--- src/hw/rtl/aspt_pkg.sv ---
`timescale 1ns / 1ps
// ----------------------------------------------------------------------------
// Address segment policy table package
// Table dimensions, field layout, codes and the item passed along the cells.
// ----------------------------------------------------------------------------
package aspt_pkg;

   localparam int ENTRIES      = 16;
   localparam int ADDR_BITS    = 48;
   localparam int STRIPE_SHIFT = 8;
   localparam int IDX_BITS     = $clog2(ENTRIES);
   localparam int END_BITS     = ADDR_BITS + 1;

   localparam int REQ_DATA_BITS = 104;
   localparam int RSP_DATA_BITS = 40;
   localparam int REQ_ADDR_LSB  = 0;
   localparam int REQ_LEN_LSB   = 48;
   localparam int REQ_POL_LSB   = 96;

   typedef enum logic [1:0] {
      MODE_CREATE = 2'd0,
      MODE_ASSIGN = 2'd1,
      MODE_LOOKUP = 2'd2
   } mode_type;

   localparam logic [1:0] STATUS_OK      = 2'd0;
   localparam logic [1:0] STATUS_MISS    = 2'd1;
   localparam logic [1:0] STATUS_OVERLAP = 2'd2;
   localparam logic [1:0] STATUS_FULL    = 2'd3;

   localparam logic [3:0] POL_DIRECTORY     = 4'd0;
   localparam logic [3:0] POL_ATOMIC_UPDATE = 4'd1;
   localparam logic [3:0] POL_SUBSCRIPTION  = 4'd2;
   localparam logic [3:0] POL_ATOMIC_SWAP   = 4'd3;

   localparam logic CSR_APP_CORE_COUNT = 1'b0;
   localparam logic CSR_HELPER_LOG2    = 1'b1;

   typedef struct packed {
      logic                 valid;
      mode_type             mode;
      logic [ADDR_BITS-1:0] addr;
      logic [END_BITS-1:0]  seg_end;
      logic [3:0]           pol;
      logic                 found;
      logic [3:0]           hit_pol;
      logic [15:0]          hit_id;
      logic                 overlap;
      logic                 free_found;
      logic [IDX_BITS-1:0]  free_idx;
   } token_type;

   typedef struct packed {
      logic                 we;
      logic [IDX_BITS-1:0]  idx;
      logic [ADDR_BITS-1:0] start;
      logic [END_BITS-1:0]  seg_end;
      logic [15:0]          id;
   } commit_type;

   typedef struct packed {
      logic [1:0]  status;
      logic [3:0]  pol;
      logic [15:0] id;
      logic        bypass;
      logic        home_valid;
      logic [10:0] home_node;
   } result_type;

endpackage

--- src/hw/rtl/aspt_cell.sv ---
`timescale 1ns / 1ps
// ----------------------------------------------------------------------------
// Segment table cell
// Holds one segment; checks the passing item against it and hands it on.
// ----------------------------------------------------------------------------
module aspt_cell (
   input  logic                          clock,
   input  logic                          reset,
   input  logic [aspt_pkg::IDX_BITS-1:0] cell_idx,
   input  aspt_pkg::token_type           tok_in,
   input  aspt_pkg::commit_type          commit,
   output aspt_pkg::token_type           tok_out
);
   import aspt_pkg::*;

   logic                 valid_ff, valid_in;
   logic [ADDR_BITS-1:0] start_ff, start_in;
   logic [END_BITS-1:0]  end_ff, end_in;
   logic [3:0]           pol_ff, pol_in;
   logic [15:0]          id_ff, id_in;
   logic                 tvalid_ff, tvalid_in;
   token_type            tok_ff, tok_in_nx;
   logic                 hit;
   logic                 commit_here;

   assign hit = valid_ff && (start_ff <= tok_in.addr) && ({1'b0, tok_in.addr} < end_ff);
   assign commit_here = commit.we && (commit.idx == cell_idx);

   always_comb begin
      tok_in_nx = tok_in;
      valid_in  = valid_ff;
      start_in  = start_ff;
      end_in    = end_ff;
      pol_in    = pol_ff;
      id_in     = id_ff;
      tvalid_in = tok_in.valid;
      if (tok_in.valid) begin
         unique case (tok_in.mode)
            MODE_CREATE: begin
               if (valid_ff && ({1'b0, tok_in.addr} < end_ff) &&
                   ({1'b0, start_ff} < tok_in.seg_end)) begin
                  tok_in_nx.overlap = 1'b1;
               end
               if (!valid_ff && !tok_in.free_found) begin
                  tok_in_nx.free_found = 1'b1;
                  tok_in_nx.free_idx   = cell_idx;
               end
            end
            MODE_ASSIGN: begin
               if (hit && !tok_in.found) begin
                  tok_in_nx.found   = 1'b1;
                  tok_in_nx.hit_pol = tok_in.pol;
                  tok_in_nx.hit_id  = id_ff;
                  pol_in            = tok_in.pol;
               end
            end
            MODE_LOOKUP: begin
               if (hit && !tok_in.found) begin
                  tok_in_nx.found   = 1'b1;
                  tok_in_nx.hit_pol = pol_ff;
                  tok_in_nx.hit_id  = id_ff;
               end
            end
            default: begin
            end
         endcase
      end
      if (commit_here) begin
         valid_in = 1'b1;
         start_in = commit.start;
         end_in   = commit.seg_end;
         pol_in   = POL_DIRECTORY;
         id_in    = commit.id;
      end
   end

   always_ff @(posedge clock) begin
      if (reset) begin
         valid_ff  <= 1'b0;
         tvalid_ff <= 1'b0;
      end else begin
         valid_ff  <= valid_in;
         tvalid_ff <= tvalid_in;
      end
      start_ff <= start_in;
      end_ff   <= end_in;
      pol_ff   <= pol_in;
      id_ff    <= id_in;
      tok_ff   <= tok_in_nx;
   end

   always_comb begin
      tok_out       = tok_ff;
      tok_out.valid = tvalid_ff;
   end

endmodule

--- config.mk ---
export PLATFORM = sky130hd
export DESIGN_NAME = aspt_cell
export DESIGN_NICKNAME = d
export VERILOG_FILES = /design/src/hw/rtl/aspt_pkg.sv /design/src/hw/rtl/aspt_cell.sv
export SDC_FILE = /design/constraint.sdc
export NUM_CORES = 1
export LEC_CHECK = 0
export ABC_AREA = 1
export BUFFER_PORTS_ARGS = -buffer_cell sky130_fd_sc_hd__buf_4
export CAP_MARGIN = 30
export CORE_UTILIZATION = 45
export CTS_CLUSTER_SIZE = 10
export DETAILED_ROUTE_END_ITERATION = 10
export PLACE_DENSITY = 0.79
export SLEW_MARGIN = 20
export SYNTH_ARGS = -nofsm -noshare
export SYNTH_HDL_FRONTEND = slang
export SYNTH_SLANG_ARGS = --single-unit
--- constraint.sdc ---
create_clock -name clock -period 12.75 [get_ports clock]
set_clock_uncertainty 0.2 [all_clocks]
set_input_delay 0.6375 -clock clock [delete_from_list [all_inputs] [get_ports clock]]
set_output_delay 0.6375 -clock clock [all_outputs]
set_load 0.005 [all_outputs]
# [Word-level counts from Yosys, hierarchy flattened]
# Index checks and enable logic that the tools add are counted.
[op_classes] n_addsub=0 mul=0 div=0 order_cmp=3 eq_ne=3 shifts=0 muxes=7 bitwise_logic=0 reduce_logical=12
[ops] cell="$lt A48 B49 Y1" n=2
[ops] cell="$le A48 B48 Y1" n=1
[ops] cell="$mux W21" n=2
[ops] cell="$pmux W21 S2" n=1
[ops] cell="$mux W27" n=1
[ops] cell="$logic_and A1 B1 Y1" n=7
[ops] cell="$mux W6" n=1
[ops] cell="$mux W5" n=1
[ops] cell="$eq A4 B4 Y1" n=1
[ops] cell="$logic_not A1 Y1" n=3
[ops] cell="$reduce_and A3 Y1" n=1
[ops] cell="$eq A2 B1 Y1 const B" n=1
[ops] cell="$eq A2 B2 Y1 const B" n=1
[ops] cell="$logic_not A2 Y1" n=1
[ops] cell="$mux W1" n=1
[word_totals] regBits=249 latchBits=0 ramBits=0 rom_bits=0 input_bits=255 output_inout_bits=131 word_cells=41 memories=0

# [Logic depth before layout (Yosys ltp)]
# Gate-level depths: netlist of run 1.
[depth] ltp_word=7 ltp_mapped=21 ltp_nobuf=21

# [Worst setup path after synthesis of run 1]
# OpenSTA, ideal clock, no wires.
[synth_timing] path_type="in2reg" from="in cell_idx[0] (netlist name)" to="reg end_ff[0], enable pin" setup_time_ns=0.880 t_arrival_ns=12.013 required_time_ns=11.670 setup_slack_ns=-0.343 cell_stages=6 path_buffers=0 path_cell_list="inv_1 nand2_1 nand2_1 a221oi_1 nand2_1 nor4_1"
[synth_between] elab_chain_len=2
[synth_lines] item="start, declared" line_no="aspt_cell.sv:9" source="input logic [aspt_pkg::IDX_BITS-1:0] cell_idx,"
[synth_lines] item="$eq A4 B4 Y1" line_no="aspt_cell.sv:27" source="assign commit_here = commit.we && (commit.idx == cell_idx);"
[synth_lines] item="$logic_and A1 B1 Y1" line_no="aspt_cell.sv:27"
[synth_lines] item="via commit_here" line_no="aspt_cell.sv:24" source="logic commit_here;"
[synth_lines] item="end signal, assigned" line_no="aspt_cell.sv:86" source="end_ff <= end_in;"
[synth_lines] item="end, declared" line_no="aspt_cell.sv:18" source="logic [END_BITS-1:0] end_ff, end_in;"
# The timed path passes the listed nets, and every way through them passes these cells.
# A chain may end at the register's enable or synchronous reset.

==> results, run 1 <==
- CTS saw 249 sinks.
- The worst setup margin is 8870 ps.
- The worst hold path begins at tok_in[110].
- TritonCTS built the clock tree.
- The post-synthesis compound-gate area fraction is 6.84%.
- The final hold slack is 22.2 ps.
- The buffer count from post-CTS setup fixing is 0.
- The leakage power summed over all cells is 7.81 nW.
- The switching fraction of total power is 23.2%.
- Setup violations remaining at the end of the flow were counted as 0.
- Summing the areas of all and, or, nand and nor instances in the mapped netlist gives 11.5% of the synthesized area.
- The worst pin sits at a relative slew slack of 40.9%.
- The reg-to-reg startpoint is end_ff[32].
- The aggregate routed wire length is 30.2 mm.
- Along the worst hold path, the cell count comes to 1.
- At the end of the flow, the number of nets in the layout was 1928.
- The area of the mapped netlist is 0.0109 mm2.
- The required time reported for the critical path endpoint is 12970 ps.
- The xor and xnor fraction of the mapped netlist area is 0.0807%.
- The worst flop-to-flop path endpoint is tok_out[25].
- By area the synthesized netlist is led by sky130_fd_sc_hd__edfxtp_1 (31%), sky130_fd_sc_hd__dfxtp_1 (25%), sky130_fd_sc_hd__ha_1 (17%), sky130_fd_sc_hd__inv_1 (7.7%), sky130_fd_sc_hd__nand2_1 (6.2%).
- Setup repair after global routing left no endpoint under its margin.
- The post-synthesis to final-layout area growth is 43.9%.
- The CTS root buffer is sky130_fd_sc_hd__clkbuf_16.
- The number of hold-repair buffers added at the cts stage is 62.
- The global-route usage over all layers is 23.9%.
- The total die area is 0.0247 mm2.
- Post-CTS repair changed the size of 0 cells.
- The number of max-cap violations is 0.
- In the routed design, unresolved DRC markers number 0.
- The number of cell instances on the worst register-to-register path is 17.
- The library cell used most frequently in the layout, excluding fill and tap cells, is sky130_fd_sc_hd__buf_4.
- The worst hold path endpoint is tok_out[110].
- The max-slew violation count is 0.
- The die is 157 um tall.
- In this run, distinct cell masters in the synthesized netlist total 41.
- The via count of the first global-routing pass is 9250.
- The part of the power in registers is 47.0%.
- The library cells used most frequently in the layout, excluding fill and tap cells, are sky130_fd_sc_hd__buf_4 (387), sky130_fd_sc_hd__inv_1 (222), sky130_fd_sc_hd__nand2_1 (178).
- The DRC violation total after the first TritonRoute iteration is 371.
- For this run, the top clock speed supported by timing is 257 MHz.
- The switching component of the power is 0.439 mW.
- The later-pin clock latency in the skew report is 550 ps.
- The number of clock buffers inserted by TritonCTS is 29.
- The register bit total from synthesis is 249.
- The number of H-tree levels is 1.
- The synthesized net count is 1456.
- The initial antenna violation count is 0.
- The total power is 1.89 mW.
- The routing layer with the top usage in global route is met2.
- The top cell type by total area after synthesis is sky130_fd_sc_hd__edfxtp_1.
- During placement, the flow inserted port buffers numbering 385.
- The overall via count from detail_route is 8965.
- The slew of the pin with the lowest slew margin is 884 ps.
- From left edge to right edge, the die measures 157 um.
- The kind of critical path is input pin to flip-flop.
- The first-pass GRT wire length is 45.4 mm.
- Entering global routing, the biggest net connects 78 pins.
- The tightest min-delay check is of the input pin to flip-flop type.
- For this run, the number of Yosys warnings is 0.
- Global routing used 44.1% of the available met2 tracks.
- The combinational cell fraction of total power is 13.2%.
- Detailed placement finished with a half-perimeter wire length of 22.5 mm.
- After routing the design area is 0.0156 mm2.
- The number of flops mapped to enable cells by yosys is 113.
- Once placement finished, the instance area stood at 0.0141 mm2.
- The minimum clock period after layout is 3880 ps.
- For flop-to-flop paths, the worst setup slack is 9200 ps.
- The clock network is responsible for 39.8% of the overall power.
- No sink is reached through more buffers than the 3 on the longest clock path.
- The proportion of synthesized area in mux cells is 0.311%.
- The final antenna diode count is 0.
- The total area inside the core boundary comes to 0.0235 mm2.
- The first detailed-routing pass ran for 5 iterations.
- For this run the aggregate overflow at the end of global routing stands at 0.
- The final period utilization is 30.5%.
- The clock-pin slew reported for the worst setup and hold paths after clock tree synthesis is 50 ps.
- The area share of fa/ha/maj cells after synthesis is 16.7%.
- At the worst endpoint, the arrival time is 4100 ps.
- The fraction of registers with async set/reset is 0%.
- The final-layout setup total negative slack is 0 ps.
- VDD sags by at most 0.117 mV.
- The initial standard-cell utilization of the core is 46.1%.
- STA classifies the critical path startpoint as an input pin.
- Global routing consumed, on the met1 layer, 26.2% of the routing resources.
- Once detail routing completed, the nets flagged for antenna violations numbered 0.
- Dividing the detail-routed wire length by the instance count gives 16.1 um.
- Prior to clock tree synthesis, the placed netlist has a worst setup slack of 8860 ps.
- The run finished with clean final reports.
- The weighted congestion reported at the end of routability-driven placement is 0.854.
- By area, the combinational part of the netlist is dominated by adder cells.
- The power per standard cell area is 121 mW/mm2.
- Synthesis produced a netlist whose cell count is 1056.
- The filler cells instantiated in the layout total 1752.
- 386 I/O pins were placed.
- The via density per instance is 4.79.
- The internal power is 1.45 mW.
- Global routing consumed, on the met3 layer, 5.45% of the routing resources.
- The total count of hold-check failures in the final report is 0.
- After synthesis, the largest area contributor takes up 31.3% of total cell area.
- Among all flip-flop cells after synthesis, the most frequent one is sky130_fd_sc_hd__dfxtp_1.
- The average footprint of a synthesized cell is 10.3 um2.
- The worst setup path is captured at a flip-flop.
- Sequential elements use 56.4% of the synthesized area.
- The number of placement rows is 56.
- The maximum fanout count along the critical path is 37.
- The post-route netlist has 28.1% of its cells at a drive strength greater than 1.
[cell type report]
type / instances / area [um2] / area share [%]
Sequential cell: 249 / 6120 / 39.2
Clock inverter: 2 / 13.8 / 0.0881
Inverter: 223 / 837 / 5.36
Clock buffer: 52 / 842 / 5.39
Tap cell: 319 / 399 / 2.56
Timing Repair Buffer: 450 / 3550 / 22.7
Multi-Input combinational cell: 575 / 3860 / 24.7
[per-stage QoR]
| stage | util [%] | std cells |
|---|---|---|
| global placement | 60.0 | 1753 |
| global route | 66.3 | 1870 |
| detailed placement | 60.0 | 1753 |
| CTS | 66.2 | 1869 |
| finish | 66.3 | 1870 |
| floorplan | - | 1056 |
[worst max path at each step]
stage	startpoint	to
3_3_place_gp	tok_in[126]	pol_ff[3]
4_1_cts	tok_in[126]	tok_out[25]
3_5_place_dp	tok_in[127]	pol_ff[2]
5_1_grt	tok_in[107]	tok_out[25]
2_1_floorplan	cell_idx[0]	end_ff[0]
6_report	tok_in[106]	tok_out[25]
[cell families (layout without fill, tap and decap cells)]
| group | after synthesis | in the layout |
|---|---|---|
| xor+xnor | 1 | 1 |
| flops | 249 | 249 |
| mux | 3 | 3 |
| compound gates | 138 | 138 |
| simple gates | 288 | 288 |
| buf+inv | 232 | 727 |
| fa+ha+maj | 145 | 145 |
[layer usage]
metal  part of all wire (%)  vias to the layer above
met1                     37                     4078
met3                    7.8                       84
met4                    4.0                        0
met2                     51                      378
met5                      0                        -
li1                       -                     4425
[cells in the mapped netlist, types with 3 or more instances]
cell,number
sky130_fd_sc_hd__a21oi_1,75
sky130_fd_sc_hd__inv_1,222
sky130_fd_sc_hd__o21ai_1,14
sky130_fd_sc_hd__nor3_1,9
sky130_fd_sc_hd__nand2_1,178
sky130_fd_sc_hd__a21o_1,5
sky130_fd_sc_hd__nor4_1,3
sky130_fd_sc_hd__ha_1,145
sky130_fd_sc_hd__or2_2,4
sky130_fd_sc_hd__edfxtp_1,113
sky130_fd_sc_hd__clkbuf_1,3
sky130_fd_sc_hd__mux2_2,3
sky130_fd_sc_hd__o21ai_0,30
sky130_fd_sc_hd__nand4_1,21
sky130_fd_sc_hd__a221oi_1,3
sky130_fd_sc_hd__nor2_1,41
sky130_fd_sc_hd__nand3_1,24
sky130_fd_sc_hd__dfxtp_1,136
[registers in the layout, indices dropped and copies added (netlist names)]
register,cells
end_ff,49
id_ff,16
pol_ff,4
start_ff,48
tok_out,130
tvalid_ff,1
valid_ff,1
[worst max-delay path, cell delays in order]
cell                            delay [ps]
sky130_fd_sc_hd__dlygate4sd3_1         560
sky130_fd_sc_hd__buf_4                 150
sky130_fd_sc_hd__ha_1                  300
sky130_fd_sc_hd__nand2_1                70
sky130_fd_sc_hd__nand2_1                50
sky130_fd_sc_hd__nand2_1                60
sky130_fd_sc_hd__a21boi_0               90
sky130_fd_sc_hd__nor2_1                200
sky130_fd_sc_hd__nand2_1                80
sky130_fd_sc_hd__nand2_1                50
sky130_fd_sc_hd__nand2_1                70
sky130_fd_sc_hd__nor2_1                690
sky130_fd_sc_hd__nand3_4               480
sky130_fd_sc_hd__nand2_1               220
sky130_fd_sc_hd__nand2_1                80
sky130_fd_sc_hd__nand2_1                70
sky130_fd_sc_hd__nand3_1                70
sky130_fd_sc_hd__nand2_1               120
sky130_fd_sc_hd__inv_1                  50
[power groups by stage]
stage	Clock, mW	Sequential, mW	Combinational [mW]
floorplan	0	0.908	0.0901
global placement	0	0.905	0.223
detailed placement	0	0.906	0.231
CTS	0.768	0.890	0.248
global route	0.800	0.893	0.279
finish	0.753	0.890	0.250
No activity file was read; power rests on OpenSTA's default activity.
==> run 2, diff against run 1 <==
--- a/config.mk
+++ b/config.mk
@@ -5,13 +5,14 @@
 export SDC_FILE = /design/constraint.sdc
 export NUM_CORES = 1
 export LEC_CHECK = 0
-export ABC_AREA = 1
+export ABC_AREA = 0
 export BUFFER_PORTS_ARGS = -buffer_cell sky130_fd_sc_hd__buf_4
 export CAP_MARGIN = 30
-export CORE_UTILIZATION = 45
+export CORE_AREA = 2 2 148 150
 export CTS_CLUSTER_SIZE = 10
 export DETAILED_ROUTE_END_ITERATION = 10
-export PLACE_DENSITY = 0.79
+export DIE_AREA = 0 0 150 152
+export PLACE_DENSITY = 0.83
 export SLEW_MARGIN = 20
 export SYNTH_ARGS = -nofsm -noshare
 export SYNTH_HDL_FRONTEND = slang
==> constraint.sdc (replaced) <==
create_clock -name clock -period 3.6 [get_ports clock]
set_clock_uncertainty 0.2 [all_clocks]
set_input_delay 0.18 -clock clock [delete_from_list [all_inputs] [get_ports clock]]
set_output_delay 0.18 -clock clock [all_outputs]
set_load 0.005 [all_outputs]
==> results, run 2 <==
- The run finished with clean final reports.
- The number of flip-flops under the largest register name is 130 (unchanged).
- The setup path with the least slack is of type flip-flop to flip-flop.
- The number of clock buffers inserted by TritonCTS came to 29 (unchanged).
- The fraction of registers with async set/reset came to 0% (unchanged).
- The part of the Yosys area used for sequential elements is 58.4% (+2.0 points).
- The largest total area in the synthesized netlist belongs to sky130_fd_sc_hd__edfxtp_1.
- The port buffer count came to 385 (unchanged).
- The total count of hold-check failures in the final report is 0 (unchanged).
- The final setup violation count is 0 (unchanged).
- The length of the first detailed-routing pass in iterations came to 5 (unchanged).
- The number of H-tree levels was 1 (unchanged).
- The proportion of synthesized area in mux cells is 1.35% (+1.0 points).
- After synthesis, the cell types taking the most area are sky130_fd_sc_hd__edfxtp_1 (32%), sky130_fd_sc_hd__dfxtp_1 (26%), sky130_fd_sc_hd__ha_1 (17%), sky130_fd_sc_hd__inv_1 (5.2%), sky130_fd_sc_hd__a21oi_1 (2.3%).
- The maximum ir drop on the vdd rail was 0.410 mV (+250%).
- The distinct cell type count after synthesis is 61 (+49%).
- The initial antenna violation count came to 4 (+4).
- The total core area came to 0.0214 mm2 (-9.3%).
- The worst-case clock buffer depth is 3 (unchanged).
- Timing would allow up to 282 MHz.
- The total die area came to 0.0228 mm2 (-7.8%).
- The maximum fanout count along the critical path is 4 (-89%).
- The aggregate routed wire length was 40.4 mm (+34%).
- The pre-CTS setup slack is 226 ps (-8640 ps).
- The detailed-route wire length per cell is 22.0 um (+37%).
- The area share of fa/ha/maj cells after synthesis is 17.3% (+0.59 points).
- The slew of the pin with the lowest slew margin is 923 ps (+39.2 ps).
- The number of flops mapped to enable cells by yosys is 113 (unchanged).
- The height of the die came to 152 um (-3.4%).
- The critical path arrival came to 3770 ps (-330 ps).
- The part of the power in registers is 44.9% (-2.1 points).
- The simple-gate share of the synthesized area is 8.02% (-3.4 points).
- The detailed-route DRC error count is 0 (unchanged).
- The internal power is 5.29 mW (+260%).
- The clock-pin slew reported for the worst setup and hold paths after clock tree synthesis came to 70 ps (+20 ps).
- In the finished design, the share of the clock period the worst path needs comes to 98.6%.
- The library cell used most frequently in the layout, excluding fill and tap cells, is sky130_fd_sc_hd__buf_4.
- The clock power share was 39.4% (-0.4 points).
- The worst setup margin came to 49.6 ps (-8820 ps).
- The required time reported for the critical path endpoint is 3820 ps (-9150 ps).
- The total power is 7.02 mW (+270%).
- The max-slew violation count is 0 (unchanged).
- CTS placed an instance of sky130_fd_sc_hd__clkbuf_16 at the clock tree root.
- The share of layout cells above drive strength 1 is 29.8% (+1.7 points).
- The clock tree from TritonCTS is done.
- The pin count of the biggest net entering global routing is 55 (-29%).
- The register bit total from synthesis came to 249 (unchanged).
- The weighted congestion reported at the end of routability-driven placement is 0.894 (+4.7%).
- The combinational cell fraction of total power is 15.7% (+2.5 points).
- The count of nets after finishing is 1927 (-0.052%).
- The power per standard cell area was 405 mW/mm2 (+230%).
- The commonest cells after synthesis are sky130_fd_sc_hd__ha_1 (145), sky130_fd_sc_hd__inv_1 (145), sky130_fd_sc_hd__dfxtp_1 (136).
- The overflow left after global routing is 0 (unchanged).
- The gate count of the mapped netlist is 852 (-19%).
- The dominant combinational cell family by area after synthesis is adder cells.
- The post-synthesis compound-gate area fraction is 9.03% (+2.2 points).
- The first-pass GRT wire length is 60.1 mm (+32%).
- The final cell utilization of the core was 81.1% (+15 points).
- The die extent in x is 150 um (-4.6%).
- The number of filler cells placed in the layout is 1079 (-38%).
- The global-route usage over all layers was 34.8% (+11 points).
- For the finished layout, the period the worst path requires is 3550 ps.
- The dominant synthesized flop cell is sky130_fd_sc_hd__dfxtp_1.
- The HPWL after detailed placement is 23.4 mm (+3.9%).
- The via count of the first global-routing pass is 10.9k (+18%).
- The xor and xnor fraction of the mapped netlist area was 0.334% (+0.25 points).
- The final-layout setup total negative slack is 0 ps (unchanged).
- The overall via count from detail_route is 9770 (+9.0%).
- The number of max-cap violations was 0 (unchanged).
- The later-pin clock latency in the skew report is 560 ps (about the same).
- The area share of the leading cell type in the synthesized netlist is 32.4% (+1.1 points).
- The count of synthesis-stage warnings from yosys is 0 (unchanged).
- The count of boundary I/O pins is 386 (unchanged).
- The via density per instance came to 5.33 (+11%).
- The min-delay analysis places its worst path in the category input pin to flip-flop.
- The post-synthesis to final-layout area growth is 65.2%.
- In the layout the commonest cells are sky130_fd_sc_hd__buf_4 (397), sky130_fd_sc_hd__dlygate4sd3_1 (254), sky130_fd_sc_hd__inv_1 (145).
- The leakage power summed over all cells is 8.16 nW (+4.5%).
- The initial standard-cell utilization of the core is 49.1% (+3.0 points).
- The average footprint of a synthesized cell was 12.3 um2 (+20%).
- The switching component of the power is 1.73 mW (+290%).
- The total number of clock tree sinks was 249 (unchanged).
- The nature of the critical path endpoint is a flip-flop.
- The remaining antenna violation count after routing is 0 (unchanged).
- The switching fraction of total power is 24.7% (+1.5 points).
- The sort of element at the start of the critical path is a flip-flop.
- The DRC violation total after the first TritonRoute iteration is 706 (+90%).
- The synthesized net count is 1252 (-14%).
- The remaining max-slew budget at the tightest pin is 38.0% (-2.9 points).
- The area of the mapped netlist came to 0.0105 mm2 (-3.4%).
- The number of placement rows came to 54 (-3.6%).
run 2: cell families (layout without fill, tap and decap cells):
| logic type | after synthesis | after routing |
|---|---|---|
| buf+inv | 152 | 849 |
| fa+ha+maj | 145 | 145 |
| simple gates | 148 | 148 |
| other cells | 0 | 5 |
| mux | 13 | 13 |
| flops | 249 | 249 |
| compound gates | 141 | 141 |
| xor+xnor | 4 | 4 |
run 2: critical path, cell delays in order, from the launching register on:
cell                            delay (ps)
sky130_fd_sc_hd__edfxtp_1              430
sky130_fd_sc_hd__ha_1                  350
sky130_fd_sc_hd__nand4_1               270
sky130_fd_sc_hd__nor4_4                380
sky130_fd_sc_hd__nand3_2               150
sky130_fd_sc_hd__a211oi_4              280
sky130_fd_sc_hd__nand3_4               160
sky130_fd_sc_hd__nor3_4                300
sky130_fd_sc_hd__mux2i_1               230
sky130_fd_sc_hd__dlygate4sd3_1         590
sky130_fd_sc_hd__nor2_1                 50
run 2: power groups by stage:
stage / combinational (mW) / sequential, mW / clock (mW)
finish: 1.10 / 3.15 / 2.76
global route: 1.18 / 3.16 / 2.88
CTS: 1.02 / 3.14 / 2.71
detailed placement: 0.784 / 3.19 / 0
global placement: 0.760 / 3.19 / 0
floorplan: 0.287 / 3.20 / 0
run 2: cell type report:
class,instances,area [um2],area share (%)
inverter,145,544,3.14
multi-input combinational,451,3910,22.6
antenna,5,12.5,0.0723
sequential,249,6120,35.3
timing repair buffer,651,5520,31.9
clock buffer,51,840,4.85
clock inverter,2,13.8,0.0795
tap,280,350,2.02
run 2: path summary, 6_finish.rpt:
path / cells after the start / slack, ps / start / to
setup reg to reg: 10 / 50 / start_ff[39] / pol_ff[1]
hold reg to reg: 1 / 300 / id_ff[9] / tok_out[15]
setup / recovery: 10 / 50 / start_ff[39] / pol_ff[1]
hold / removal: 2 / 70 / tok_in[64] / tok_out[64]
run 2: routing by layer:
| layer | share of wire, % | GRT usage (%) | vias to the layer above |
|---|---|---|---|
| met4 | 5.9 | 18.4 | 0 |
| met1 | 35 | 37.2 | 4660 |
| met2 | 53 | 64.5 | 550 |
| met5 | 0 | 0 | - |
| li1 | - | - | 4383 |
| met3 | 6.3 | 6.04 | 177 |
run 2: timing repair:
| item | CTS | global route |
|---|---|---|
| hold buffers | 254 | 0 |
| gates resized for setup | 0 | 11 |
| buffers inserted | 0 | 7 |
| endpoints found under the hold margin | 249 | 0 |
| setup endpoints to repair | 0 | 18 |
run 2: metrics by stage:
step	std cells	hold slack, ps	instance area, um2
finish	1834	71.1	17300
global route	1833	78.2	17300
CTS	1822	65.1	17200
detailed placement	1515	94.3	13800
global placement	1515	94.2	13800
floorplan	852	7.72	10500
